File: src/ismc_pkg.sv
// ----------------------------------------------------------------------------
// ismc_pkg
// Shared types and constants of the interval span match counter.
// ----------------------------------------------------------------------------
package ismc_pkg;

    localparam int TABLE_DEPTH = 1024;
    // power of two, divides the table depth
    localparam int NUM_CELLS   = 4;
    localparam int BANK_DEPTH  = (TABLE_DEPTH + NUM_CELLS - 1) / NUM_CELLS;

    localparam int IDX_W  = $clog2(TABLE_DEPTH);
    localparam int CNT_W  = $clog2(TABLE_DEPTH + 1);
    localparam int LANE_W = $clog2(NUM_CELLS);
    localparam int ROW_W  = IDX_W - LANE_W;
    localparam int REM_W  = $clog2(NUM_CELLS + 1);

    localparam int CHROM_W = 8;
    localparam int POS_W   = 31;
    localparam int CFG_W   = 20;
    localparam int TAG_W   = 16;
    localparam int MATCH_W = 11;

    localparam logic [MATCH_W-1:0] COUNT_MAX   = '1;
    localparam logic [CFG_W-1:0]   GAP_RESET   = 20'd150;
    localparam logic [CFG_W-1:0]   SUPP_RESET  = 20'd20;

    localparam logic OP_LOAD  = 1'b0;
    localparam logic OP_QUERY = 1'b1;

    localparam logic REG_MAX_GAP     = 1'b0;
    localparam logic REG_MIN_SUPPORT = 1'b1;

    typedef struct packed {
        logic [CHROM_W-1:0] chrom;
        logic [POS_W-1:0]   start_pos;
        logic [POS_W-1:0]   end_pos;
    } entry_t;

    typedef struct packed {
        logic [CHROM_W-1:0] chrom;
        logic [POS_W-1:0]   left;
        logic [POS_W-1:0]   right;
        logic [CFG_W-1:0]   gap;
    } query_t;

    typedef struct packed {
        logic               en;
        logic [LANE_W-1:0]  lane;
        logic [ROW_W-1:0]   row;
        entry_t             entry;
    } wr_t;

    typedef struct packed {
        logic               valid;
        logic               last;
        logic [ROW_W-1:0]   row;
        logic [REM_W-1:0]   rem;
        logic [REM_W-1:0]   part;
    } token_t;

endpackage

File: src/ismc_seq.sv
// ----------------------------------------------------------------------------
// ismc_seq
// Transaction control: table fill, walk issue into the cell chain, match
// accumulation and the result register.
// ----------------------------------------------------------------------------
module ismc_seq (
    input  logic                         clk,
    input  logic                         rst_n,
    input  logic                         item_valid,
    output logic                         item_stall,
    input  logic                         opcode,
    input  logic [ismc_pkg::CHROM_W-1:0] chrom_id,
    input  logic [ismc_pkg::POS_W-1:0]   left_pos,
    input  logic [ismc_pkg::POS_W-1:0]   right_pos,
    input  logic [ismc_pkg::CFG_W-1:0]   support,
    input  logic [ismc_pkg::TAG_W-1:0]   query_tag,
    output logic                         result_valid,
    input  logic                         result_stall,
    output logic [ismc_pkg::MATCH_W-1:0] match_count,
    output logic                         load_rejected,
    output logic [ismc_pkg::TAG_W-1:0]   result_tag,
    input  logic [ismc_pkg::CFG_W-1:0]   max_gap,
    input  logic [ismc_pkg::CFG_W-1:0]   min_support,
    output ismc_pkg::wr_t                wr,
    output ismc_pkg::query_t             query,
    output ismc_pkg::token_t             tok_issue,
    input  ismc_pkg::token_t             tok_done
);

    typedef enum logic [1:0] {
        S_IDLE,
        S_WALK,
        S_DRAIN,
        S_FINISH
    } state_t;

    state_t                          state_reg;
    logic [ismc_pkg::CNT_W-1:0]      count_reg;
    logic [ismc_pkg::CNT_W-1:0]      idx_reg;
    logic [ismc_pkg::MATCH_W-1:0]    acc_reg;
    logic                            rej_reg;
    logic [ismc_pkg::TAG_W-1:0]      tag_reg;
    logic [ismc_pkg::CHROM_W-1:0]    chrom_reg;
    logic [ismc_pkg::POS_W-1:0]      left_reg;
    logic [ismc_pkg::POS_W-1:0]      right_reg;
    logic                            result_valid_reg;
    logic [ismc_pkg::MATCH_W-1:0]    match_count_reg;
    logic                            load_rejected_reg;
    logic [ismc_pkg::TAG_W-1:0]      result_tag_reg;

    logic                            accept;
    logic                            table_full;
    logic                            slot_free;
    logic [ismc_pkg::CNT_W-1:0]      left_cnt;
    logic                            issue_last;
    logic [ismc_pkg::MATCH_W:0]      acc_sum;
    logic [ismc_pkg::MATCH_W-1:0]    acc_next;

    always_comb
    begin
        item_stall = (state_reg != S_IDLE);
        accept     = item_valid && !item_stall;
        table_full = !(count_reg < ismc_pkg::CNT_W'(ismc_pkg::TABLE_DEPTH));
        slot_free  = !result_valid_reg || !result_stall;

        wr.en          = accept && (opcode == ismc_pkg::OP_LOAD) && !table_full;
        wr.lane        = count_reg[ismc_pkg::LANE_W-1:0];
        wr.row         = count_reg[ismc_pkg::IDX_W-1:ismc_pkg::LANE_W];
        wr.entry.chrom     = chrom_id;
        wr.entry.start_pos = left_pos;
        wr.entry.end_pos   = right_pos;

        query.chrom = chrom_reg;
        query.left  = left_reg;
        query.right = right_reg;
        query.gap   = max_gap;

        left_cnt   = count_reg - idx_reg;
        issue_last = !(left_cnt > ismc_pkg::CNT_W'(ismc_pkg::NUM_CELLS));
        tok_issue.valid = (state_reg == S_WALK);
        tok_issue.last  = issue_last;
        tok_issue.row   = idx_reg[ismc_pkg::IDX_W-1:ismc_pkg::LANE_W];
        tok_issue.rem   = issue_last ? left_cnt[ismc_pkg::REM_W-1:0]
                                     : ismc_pkg::REM_W'(ismc_pkg::NUM_CELLS);
        tok_issue.part  = '0;

        acc_sum  = {1'b0, acc_reg}
                 + {{(ismc_pkg::MATCH_W + 1 - ismc_pkg::REM_W){1'b0}}, tok_done.part};
        acc_next = acc_sum[ismc_pkg::MATCH_W] ? ismc_pkg::COUNT_MAX
                                              : acc_sum[ismc_pkg::MATCH_W-1:0];
    end

    always_ff @(posedge clk or negedge rst_n)
    begin
        if (!rst_n)
        begin
            state_reg         <= S_IDLE;
            count_reg         <= '0;
            idx_reg           <= '0;
            acc_reg           <= '0;
            rej_reg           <= 1'b0;
            tag_reg           <= '0;
            chrom_reg         <= '0;
            left_reg          <= '0;
            right_reg         <= '0;
            result_valid_reg  <= 1'b0;
            match_count_reg   <= '0;
            load_rejected_reg <= 1'b0;
            result_tag_reg    <= '0;
        end
        else
        begin
            if (result_valid_reg && !result_stall && (state_reg != S_FINISH))
            begin
                result_valid_reg <= 1'b0;
            end
            if (tok_done.valid)
            begin
                acc_reg <= acc_next;
            end
            case (state_reg)
                S_IDLE:
                begin
                    if (accept)
                    begin
                        tag_reg   <= query_tag;
                        chrom_reg <= chrom_id;
                        left_reg  <= left_pos;
                        right_reg <= right_pos;
                        acc_reg   <= '0;
                        idx_reg   <= '0;
                        rej_reg   <= (opcode == ismc_pkg::OP_LOAD) && table_full;
                        if (opcode == ismc_pkg::OP_LOAD)
                        begin
                            if (!table_full)
                            begin
                                count_reg <= count_reg + 1'b1;
                            end
                            state_reg <= S_FINISH;
                        end
                        else if ((support > min_support) && (count_reg != '0))
                        begin
                            state_reg <= S_WALK;
                        end
                        else
                        begin
                            state_reg <= S_FINISH;
                        end
                    end
                end
                S_WALK:
                begin
                    idx_reg <= idx_reg + ismc_pkg::CNT_W'(ismc_pkg::NUM_CELLS);
                    if (issue_last)
                    begin
                        state_reg <= S_DRAIN;
                    end
                end
                S_DRAIN:
                begin
                    if (tok_done.valid && tok_done.last)
                    begin
                        state_reg <= S_FINISH;
                    end
                end
                S_FINISH:
                begin
                    if (slot_free)
                    begin
                        match_count_reg   <= acc_reg;
                        load_rejected_reg <= rej_reg;
                        result_tag_reg    <= tag_reg;
                        result_valid_reg  <= 1'b1;
                        state_reg         <= S_IDLE;
                    end
                end
                default:
                begin
                    state_reg <= S_IDLE;
                end
            endcase
        end
    end

    assign result_valid  = result_valid_reg;
    assign match_count   = match_count_reg;
    assign load_rejected = load_rejected_reg;
    assign result_tag    = result_tag_reg;

endmodule
File: config.mk
export PLATFORM = sky130hd
export DESIGN_NAME = ismc_seq
export DESIGN_NICKNAME = d
export VERILOG_FILES = /design/src/ismc_pkg.sv /design/src/ismc_seq.sv
export SDC_FILE = /design/constraint.sdc
export NUM_CORES = 1
export LEC_CHECK = 0
export ABC_AREA = 1
export BUFFER_PORTS_ARGS = -buffer_cell sky130_fd_sc_hd__buf_2
export CAP_MARGIN = 20
export CORE_AREA = 2 2 149 151
export CTS_CLUSTER_SIZE = 10
export DETAILED_ROUTE_END_ITERATION = 6
export DIE_AREA = 0 0 151 153
export PLACE_DENSITY = 0.68
export SYNTH_ARGS = -nofsm -noshare
export SYNTH_HDL_FRONTEND = slang
export SYNTH_SLANG_ARGS = --single-unit
File: constraint.sdc
create_clock -name clk -period 3.7 [get_ports clk]
set_input_delay 0.37 -clock clk [delete_from_list [all_inputs] [get_ports clk]]
set_output_delay 0.37 -clock clk [all_outputs]
set_load 0.01 [all_outputs]
# Yosys cells after proc, flatten, opt, wreduce, memory -nomap -nowiden
# Cells that the tools add are included.
[totals] reg_bits=151 in_bits=167 word_cells=69
[op_classes] addsub=4 magnitude_cmp=3 n_eq_ne=8 mux=17 bitwise_logic=1 reduce_logical=23
[op_table] op="11-bit two-way mux" n=5
[op_table] op="11-bit case mux with 2 select lines" n=1
[op_table] op="20-bit > comparator" n=1
[op_table] op="11-bit by 3-bit adder with 12-bit output" n=1
[op_table] op="2-bit two-way mux" n=6
[op_table] op="11-bit by 1-bit adder with 11-bit output (second input constant)" n=1
[op_table] op="11-bit by 3-bit adder with 11-bit output (second input constant)" n=1
[op_table] op="11-bit by 3-bit > comparator with 1-bit output (second input constant)" n=1
[op_table] op="11-bit < comparator (second input constant)" n=1
[op_table] op="11-bit nonzero test" n=1
[op_table] op="11-bit subtractor" n=1
[op_table] op="2-bit != test (second input constant)" n=5
[op_table] op="1-bit logical AND" n=8
[op_table] op="2-bit case mux with 4 select lines" n=1
[op_table] op="4-bit AND reduction" n=2
[op_table] op="2-bit AND reduction" n=3
[op_table] op="1-bit zero test" n=5
[op_table] op="2-bit equality test (second input constant)" n=2
[op_table] op="2-bit nonzero test" n=2
[op_table] op="1-bit two-way mux" n=3
[op_table] op="3-bit two-way mux" n=1
[op_table] op="2-bit by 1-bit equality test with 1-bit output (second input constant)" n=1
[op_table] op="2-bit zero test" n=1
[op_table] op="1-bit logical OR" n=1
[op_table] op="1-bit NOT" n=1

# Longest topological paths before layout
# Gate-level depths: netlist (run 1).
[logic_depth] depth_word=6 ltp_mapped=16 ltp_nobuf=16

# Least setup slack after synthesis (run 1)
# Ideal clock, no wire load.
[synth_path] path_kind="register -> output" start="register count_reg[2] in the netlist's numbering" end="output port tok_issue[14] in the netlist's numbering" arrival_ns=1.700 required_ns=3.330 path_slack_ns=1.630 path_stages_with_launch=14 path_buffers=1 path_cell_list="dfrtp_1 > ha_1 > inv_1 > nand2_1 > nand2_1 > nand2_1 > nand2_1 > nand2_1 > nand2_1 > nand2_1 > nor2_1 > nand4_1 > inv_1 > buf_4"
[synth_via] elab_chain_len=3
[synth_rtl] element="start, declared" line_no="ismc_seq.sv:38" source="logic [ismc_pkg::CNT_W-1:0] count_reg;"
[synth_rtl] element="start signal, assigned" line_no="ismc_seq.sv:137" source="count_reg <= count_reg + 1'b1;"
[synth_rtl] element="11-bit subtractor" line_no="ismc_seq.sv:78" source="left_cnt = count_reg - idx_reg;"
[synth_rtl] element="11-bit by 3-bit > comparator with 1-bit output" line_no="ismc_seq.sv:79" source="issue_last = !(left_cnt > ismc_pkg::CNT_W'(ismc_pkg::NUM_CELLS));"
[synth_rtl] element="1-bit zero test" line_no="ismc_seq.sv:79"
[synth_rtl] element="end, declared" line_no="ismc_seq.sv:26" source="output ismc_pkg::token_t tok_issue,"
# Every way passes these cells.

==> results of run 1 <==
worst paths after layout:
kind | from | to | slack (ns) | depth (start not counted)
max in group asynchronous | rst_n | load_rejected$_DFFE_PN0P_ | 2.30 | 3
worst min register to register | left_reg[30]$_DFFE_PN0P_ | left_reg[30]$_DFFE_PN0P_ | 0.47 | 2
min in group asynchronous | rst_n | left_reg[6]$_DFFE_PN0P_ | 0.52 | 2
worst min-delay path | right_pos[14] | right_reg[14]$_DFFE_PN0P_ | 0.14 | 3
worst max-delay path | idx_reg[2]$_DFFE_PN0P_ | tok_issue[5] | 0.83 | 15
worst max register to register | state_reg[0]$_DFFE_PN0P_ | count_reg[9]$_DFFE_PN0P_ | 1.34 | 12
worst max-delay path: stages (launching register included):
cell and delay, ns:
dfrtp_1 0.40, inv_1 0.10, ha_1 0.33, inv_1 0.10, nand2_1 0.09, nand2_1 0.09, nand2_1 0.08, nand2_1 0.09
nand2_1 0.05, nand2_1 0.05, nand2_1 0.05, nor2_1 0.10, nand4_1 0.23, inv_1 0.14, nand2_1 0.05, buf_2 0.13
area by class of cell:
| cell class | instances | area, sq um |
|---|---|---|
| Sequential cell | 149 | 3730 |
| Fill cell | 2154 | 11700 |
| Inverter | 114 | 430 |
| Clock buffer | 17 | 425 |
| Tap cell | 280 | 350 |
| Clock inverter | 15 | 135 |
| Multi-Input combinational cell | 602 | 2980 |
| Timing Repair Buffer | 334 | 1710 |
where the power goes:
group | switching [uW] | internal, uW
combinational | 1490 | 891
sequential | 324 | 2250
clock | 790 | 886
per-layer routing:
layer  GRT usage [%]  part of all wire (%)  vias up
li1                -                     -     3413
met1            23.2                    42     3166
met2            32.3                    49      235
met3            5.13                   6.7       38
met4            6.28                   2.2        4
met5               0                  0.12        -
layout by cell type (no fill, tap or decap), types with 4 or more instances in the layout:
cell type	instances
inv_1	112
inv_6	6
o21ai_0	57
dfrtp_1	149
nand2_1	361
buf_2	328
nand4_1	10
nand2_2	4
conb_1	4
nor2_1	28
nand3_1	28
xor2_1	14
nor3_1	7
a21oi_1	25
ha_1	39
clkbuf_16	17
metrics by stage:
step	total power [uW]	setup slack, ns
floorplan	4070	1.63
global placement	4920	1.32
CTS	6710	0.807
finish	6630	0.827
global route	7170	0.548
detailed placement	5000	1.31
kinds of logic (layout without fill, tap and decap cells):
kind of cell | after synthesis | count (layout) | synth area share (%)
compound gates | 92 | 92 | 6.05
xor+xnor | 15 | 15 | 1.65
fa+ha+maj | 40 | 40 | 6.36
buf+inv | 242 | 480 | 16.2
flops | 149 | 149 | 46.7
mux | 1 | 1 | 0.141
other cells | 1 | 4 | 0.0470
simple gates | 450 | 450 | 22.9
==> flow_summary.ini, run 1 <==
[logic_synthesis]
netlist_top_cells_area = dfrtp_1 (47%), nand2_1 (17%), buf_4 (9.6%)
ys_warn_count = 0
yosysMostFrequentCell = nand2_1
async_flop_share_pct = 100
synth-edff-count = 0
ys.flop_type = dfrtp_1
synthCells = 990
synth_commonest_cells = nand2_1 (362), dfrtp_1 (149), inv_1 (112)
yosysUniqueCellTypes = 33
netlist_area_sq_um = 7980
seq_area_frac_synth_pct = 46.7
synth_top_area_cell = dfrtp_1
ys_ff_latch = 149
postSynthAreaPerCell_sq_um = 8.06
synth_top_area_share_pct = 46.7

[detailed_routing]
drt_first_pass_iters = 6
wire_per_inst_um = 14.4
via_per_inst = 4.54
routed_wl_um = 21700
antenna_left = 0
route.detailed.drc = 0
drt_iter0_markers = 255
via_count = 6856

[finish]
design_area_sq_um = 9750
final_util_pct = 45.4
fin_nets = 1425
drive_gt1_share_pct = 30.9
area_delta_synth_final_pct = 22.1
antennaDiodeCount = 0
stdcell_count = 1511

[pwr]
ir_worst_vdd_v = 0.000381
power_leakage_uw = 0.00571
powerDensity_nw_per_um2 = 680

[clock_tree]
clk_pin_slew_ns = 0.07
clkLatencyLatePin_ns = 0.43
ctsResizeCount = 0
cts_made_buffers = 17
cts-htree-levels = 4
cts_sinks = 149
cts_tree = built
clockRootBuffer = clkbuf_16
clockBufferDepth = 2
hold_buffers = 1
post-cts-setup-buffers = 0

[grt]
grt_first_pass_wirelength_um = 34700
grt_usage_pct = 19.0
grt_max_degree = 78
antenna_found_initial = 2
first_global_vias = 6808
overflow = 0

[die]
dieArea_sq_um = 23100
fp.dieW_um = 151
start_util_pct = 37.2
placementRows = 54
die_h_um = 153
ios = 384
core_sq_um = 21500

[sta]
maxSlewViolCount = 0
fin_crit_ns = 2.87
worstMarginPinSlew_ns = 0.880
period_share_pct = 77.6
finalHoldViolCount = 0
fmax_mhz = 348
rsz0062_at_grt = false
slew_headroom_pct = 41.1
skew_ns = 0.0106
whs_ns = 0.145
finalSetupViolations = 0
totalNegativeSetupSlack_ns = 0

[worst_setup_path]
cp.required_ns = 3.33
worst-setup-path-type = reg2out
arrival_ns = 2.50
end_kind = primary output
critPathLaunchType = flip-flop
worst-path-max-fanout = 4

[status]
outcome = completed

[placement]
dp.cells = 1478
globalplace.congestion = 0.826
io_buffers = 329
dp_hpwl_um = 16500
placed_cell_area_sq_um = 9180

[run]
drv_cap = 0

[hold_path]
hold_class = in2reg
Note: power is estimated with default switching activity, not from simulation.
==> inputs of run 2 (changes only) <==
==> constraint.sdc (replaced) <==
create_clock -name clk -period 2.92 [get_ports clk]
set_input_delay 0.292 -clock clk [delete_from_list [all_inputs] [get_ports clk]]
set_output_delay 0.292 -clock clk [all_outputs]
set_load 0.01 [all_outputs]
==> run 2 against run 1 <==
Clock power grew 36%. Routed wire length shrank 1.4%. Global-route usage shrank 0.15 points.
==> flow_summary.ini, run 2 (synthesized netlist as in run 1, its figures left out) <==
[worst_setup_path]
max_stage_delay_ns = 0.46
worst-setup-path-type = reg2out
cp.required_ns = 2.63
crit_chain = ha_1 -> nand2_1 -> nor2_1 -> nand3_1 -> nand3_1 -> nand2_1 -> nand2_1 -> nand4_1 -> inv_1 -> nand2_1 -> buf_2
r2r_start = count_reg[5]$_DFFE_PN0P_
r2r_slack_ns = 0.66
critPathLaunchType = flip-flop
arrival_ns = 2.39
cp_slowest_cell = dfrtp_1
end_kind = primary output
ff2ff_path_depth = 13
cp_num_buf_inv = 2
cp_common_cell = nand2_1
r2r-end = state_reg[1]$_DFFE_PN0P_
worst-path-max-fanout = 6
crit_family = simple AND/OR/NAND/NOR gates

[pwr]
p_clk_share_pct = 26.6
powerDensity_nw_per_um2 = 865
switching_power_uw = 3320
swShare_pct = 38.8
ir_worst_vdd_v = 0.000422
power_leakage_uw = 0.00575
power_frac_seq_pct = 37.9
power.internal_uw = 5250
power_frac_comb_pct = 35.5

[grt]
overflow = 0
antenna_found_initial = 3
grt_max_degree = 112
grt_first_pass_wirelength_um = 34100
grt_usage_pct = 18.8
first_global_vias = 6820

[placement]
io_buffers = 329
globalplace.congestion = 0.839
dp_hpwl_um = 16200

[sta]
fin_crit_ns = 2.68
maxSlewViolCount = 0
totalNegativeSetupSlack_ns = 0
rsz0062_at_grt = false
skew_ns = 0.0161
period_share_pct = 91.7
slew_headroom_pct = 47.3
worstMarginPinSlew_ns = 0.791
finalHoldViolCount = 0
fmax_mhz = 373
finalSetupViolations = 0
whs_ns = 0.0699

[status]
outcome = completed

[die]
die_h_um = 153
placementRows = 54
dieArea_sq_um = 23100
start_util_pct = 37.2
core_sq_um = 21500
ios = 384
fp.dieW_um = 151

[finish]
final_cell_mix = nand2_1 (361), buf_2 (328), dfrtp_1 (147), inv_1 (109), o21ai_0 (57)
drive_gt1_share_pct = 32.0
final_common_cell = nand2_1
fin_nets = 1429
area_delta_synth_final_pct = 24.1

[detailed_routing]
drt_iter0_markers = 233
antenna_left = 0
routed_wl_um = 21400
drt_first_pass_iters = 5
via_per_inst = 4.53
route.detailed.drc = 0
wire_per_inst_um = 14.1
via_count = 6869

[hold_path]
holdPathEnd = tag_reg[15]$_DFFE_PN0P_
hold_depth = 3
hold_class = in2reg
holdCritStartpoint = query_tag[15]

[clock_tree]
cts_sinks = 149
clkLatencyLatePin_ns = 0.42
cts_made_buffers = 17
clockRootBuffer = clkbuf_16
cts_tree = built
clk_pin_slew_ns = 0.07
clockBufferDepth = 2
cts-htree-levels = 4

[run]
drv_cap = 0
[run 2: cell count changes in the layout (fill, tap and decap cells not counted), sizes merged]
cell | previous run | this run
diode | 0 | 1
clkinv | 6 | 5
buf | 333 | 337
bufinv | 0 | 1
[run 2: layout make-up]
class	count	area [sq um]
Fill cell	2089	11600
Sequential cell	149	3730
Multi-Input combinational cell	602	3020
Timing Repair Buffer	338	1760
Inverter	114	430
Clock buffer	17	425
Tap cell	280	350
Clock inverter	15	188
Antenna cell	1	2.50
[run 2: stage by stage]
step | area [sq um] | setup slack (ns) | std cells | power (uW) | util [%]
global placement | 9210 | 0.651 | 1479 | 6250 | 42.9
global route | 9910 | 0.00958 | 1516 | 9270 | 46.1
finish | 9910 | 0.242 | 1516 | 8570 | 46.1
CTS | 9840 | 0.136 | 1512 | 8670 | 45.8
floorplan | 8000 | 0.904 | 993 | 5150 | -
detailed placement | 9210 | 0.613 | 1479 | 6330 | 42.9
[run 2: power by group through the flow]
stage	combinational [uW]	sequential, uW	clock (uW)
2_1_floorplan	1620	3530	0
3_3_place_gp	3000	3250	0
3_5_place_dp	3080	3260	0
4_1_cts	3080	3250	2340
5_1_grt	3480	3360	2430
6_report	3040	3250	2280
[run 2: how the worst max path moves through the flow]
stage / from / end / cells after the start
6_report: count_reg[5]$_DFFE_PN0P_ / tok_issue[5] / 11
2_1_floorplan: acc_reg[0]$_DFF_PN0_ / acc_reg[8]$_DFF_PN0_ / 11
5_1_grt: idx_reg[3]$_DFFE_PN0P_ / tok_issue[5] / 13
3_3_place_gp: count_reg[2]$_DFFE_PN0P_ / tok_issue[5] / 14
4_1_cts: count_reg[2]$_DFFE_PN0P_ / tok_issue[5] / 14
3_5_place_dp: count_reg[2]$_DFFE_PN0P_ / tok_issue[5] / 14
[run 2: repair_timing]
item                                    4_1_cts  5_1_grt
endpoints found under the setup margin        0        4
gates resized for setup                       0       11
hold buffers                                  1        0
endpoints found under the hold margin        64        0
setup buffers                                 0        3
[run 2: worst reg2reg max path: stages (launching register included)]
cell and delay (ns):
dfrtp_1 0.46, ha_1 0.39, nand2_1 0.10, nor2_1 0.18, nand3_1 0.12, nand3_1 0.10, nand2_1 0.05, nand2_1 0.05
nand4_1 0.21, buf_4 0.21, nand2_1 0.09, nand2_1 0.08, nand2_1 0.06, nand2_1 0.05
[run 2: per-layer routing]
metal  vias to the layer above  global-route usage (%)  part of all wire (%)
met4                         4                    7.43                   2.4
li1                       3428                       -                     -
met3                        37                    5.43                   7.6
met5                         -                       0                  0.13
met1                      3162                    22.6                    42
met2                       238                    31.8                    48
==> inputs of run 3 (changes only) <==
==> constraint.sdc (replaced) <==
create_clock -name clk -period 2.6 [get_ports clk]
set_input_delay 0.26 -clock clk [delete_from_list [all_inputs] [get_ports clk]]
set_output_delay 0.26 -clock clk [all_outputs]
set_load 0.01 [all_outputs]
==> run 3 against run 2 <==
Setup slack worse by 0.19 ns. Final cell count up 0.99%. Cell area up 2.0%. Clock power up 13%. Die area unchanged. First-iteration DRC count up 53%. Sequential power up 12%. Critical path depth up 2.
==> flow_summary.ini, run 3 (synthesized netlist as in run 1, its figures left out) <==
[finish]
drive_gt1_share_pct = 34.8
fill_cells = 2083
final_cell_mix = nand2_1 (354), buf_2 (328), dfrtp_1 (145), inv_1 (102), o21ai_0 (57)
area_delta_synth_final_pct = 26.6
stdcell_count = 1531
final_common_cell = nand2_1
fin_nets = 1444
design_area_sq_um = 10100

[clock_tree]
clkLatencyLatePin_ns = 0.42
clk_pin_slew_ns = 0.07
cts_sinks = 149
cts_made_buffers = 17
cts_tree = built
clockRootBuffer = clkbuf_16
clockBufferDepth = 2
cts-htree-levels = 4

[grt]
first_global_vias = 6872
antenna_found_initial = 3
grt_max_degree = 112
grt_usage_pct = 19.4
grt_first_pass_wirelength_um = 35200
overflow = 0

[sta]
worstMarginPinSlew_ns = 0.847
rsz0062_at_grt = true
finalSetupViolations = 0
skew_ns = 0.0108
fin_crit_ns = 2.55
slew_headroom_pct = 43.5
maxSlewViolCount = 0
whs_ns = 0.0417
worst_slack_ns = 0.0496
finalHoldViolCount = 0
fmax_mhz = 392
period_share_pct = 98.1

[die]
fp.dieW_um = 151
core_sq_um = 21500
start_util_pct = 37.2
dieArea_sq_um = 23100
die_h_um = 153
placementRows = 54
ios = 384

[worst_setup_path]
end_kind = primary output
worst-setup-path-type = reg2out
cp.required_ns = 2.34
critPathLaunchType = flip-flop
worst-path-max-fanout = 5
arrival_ns = 2.29

[detailed_routing]
routed_wl_um = 21900
drt_first_pass_iters = 5
route.detailed.drc = 0
via_count = 6904
drt_iter0_markers = 356
wire_per_inst_um = 14.3
via_per_inst = 4.51
antenna_left = 0

[run]
drv_cap = 0

[placement]
place_ws_ns = 0.338
globalplace.congestion = 0.825
io_buffers = 329
dp_hpwl_um = 16200
placed_cell_area_sq_um = 9250
dp.cells = 1485

[pwr]
ir_worst_vdd_v = 0.000449
power.internal_uw = 6010
swShare_pct = 38.2
switching_power_uw = 3710
power_leakage_uw = 0.00582
power_frac_seq_pct = 37.5
power_frac_comb_pct = 36.0
powerDensity_nw_per_um2 = 961
p_clk_share_pct = 26.6

[hold_path]
hold_class = in2reg

[status]
outcome = completed
run 3: cell types whose count changed in the layout (fill, tap and decap cells not counted), moves of 5 or more:
cell     previous run  this run
buf_4               5        21
ha_4                3         8
inv_1             109       102
inv_2               4        11
nand2_1           361       354
nand2_2             4        11
run 3: area by class of cell:
cell class	count	area [sq um]	area share [%]
Clock inverter	15	185	1.83
Timing Repair Buffer	353	1860	18.4
Sequential cell	149	3730	36.9
Tap cell	280	350	3.47
Inverter	114	430	4.26
Multi-Input combinational cell	602	3120	30.9
Antenna cell	1	2.50	0.0248
Clock buffer	17	425	4.21
run 3: power groups by stage:
stage	Combinational [uW]	Clock, uW	Sequential [uW]
floorplan	1820	0	3970
global placement	3370	0	3650
detailed placement	3460	0	3650
CTS	3480	2650	3650
global route	3990	2760	3760
finish	3500	2580	3640
run 3: final timing paths:
path / from / end / slack (ns) / cells past startpoint
max: idx_reg[6]$_DFFE_PN0P_ / tok_issue[5] / 0.05 / 13
min: right_pos[24] / right_reg[24]$_DFFE_PN0P_ / 0.04 / 3
max reg2reg: acc_reg[0]$_DFF_PN0_ / acc_reg[8]$_DFF_PN0_ / 0.38 / 11
min reg2reg: right_reg[4]$_DFFE_PN0P_ / right_reg[4]$_DFFE_PN0P_ / 0.48 / 2
max in group asynchronous: rst_n / idx_reg[10]$_DFFE_PN0P_ / 1.45 / 3
min in group asynchronous: rst_n / left_reg[16]$_DFFE_PN0P_ / 0.39 / 2
run 3: worst max-delay path: stages (launching register included):
cell,delay (ns)
dfrtp_1,0.39
inv_1,0.12
ha_4,0.23
nand2_1,0.07
nand2_1,0.07
a21oi_2,0.18
nand2_1,0.07
nand2_1,0.05
nand2_1,0.05
nor2_1,0.10
nand4_1,0.23
inv_1,0.13
nand2_1,0.06
buf_2,0.13
run 3: timing repair:
action | CTS | global route
setup buffers | 3 | 9
endpoints found under the setup margin | 4 | 4
hold endpoints to repair | 55 | 0
resized for setup | 15 | 21
hold buffers | 1 | 0
pin swaps | 1 | 9
run 3: metrics by stage:
step / setup TNS (ns) / utilization, % / total power (uW)
after floorplan: 0 / - / 5790
after global placement: 0 / 43.0 / 7020
after detailed placement: 0 / 43.0 / 7110
after CTS: 0 / 46.5 / 9780
after global routing: -0.409 / 47.0 / 10500
final: 0 / 47.0 / 9720
run 3: routing by layer:
layer | wire length (um) | GRT usage (%)
met5 | 27 | 0
met4 | 584 | 6.85
met3 | 1420 | 5.49
met2 | 10700 | 32.7
met1 | 9210 | 23.7
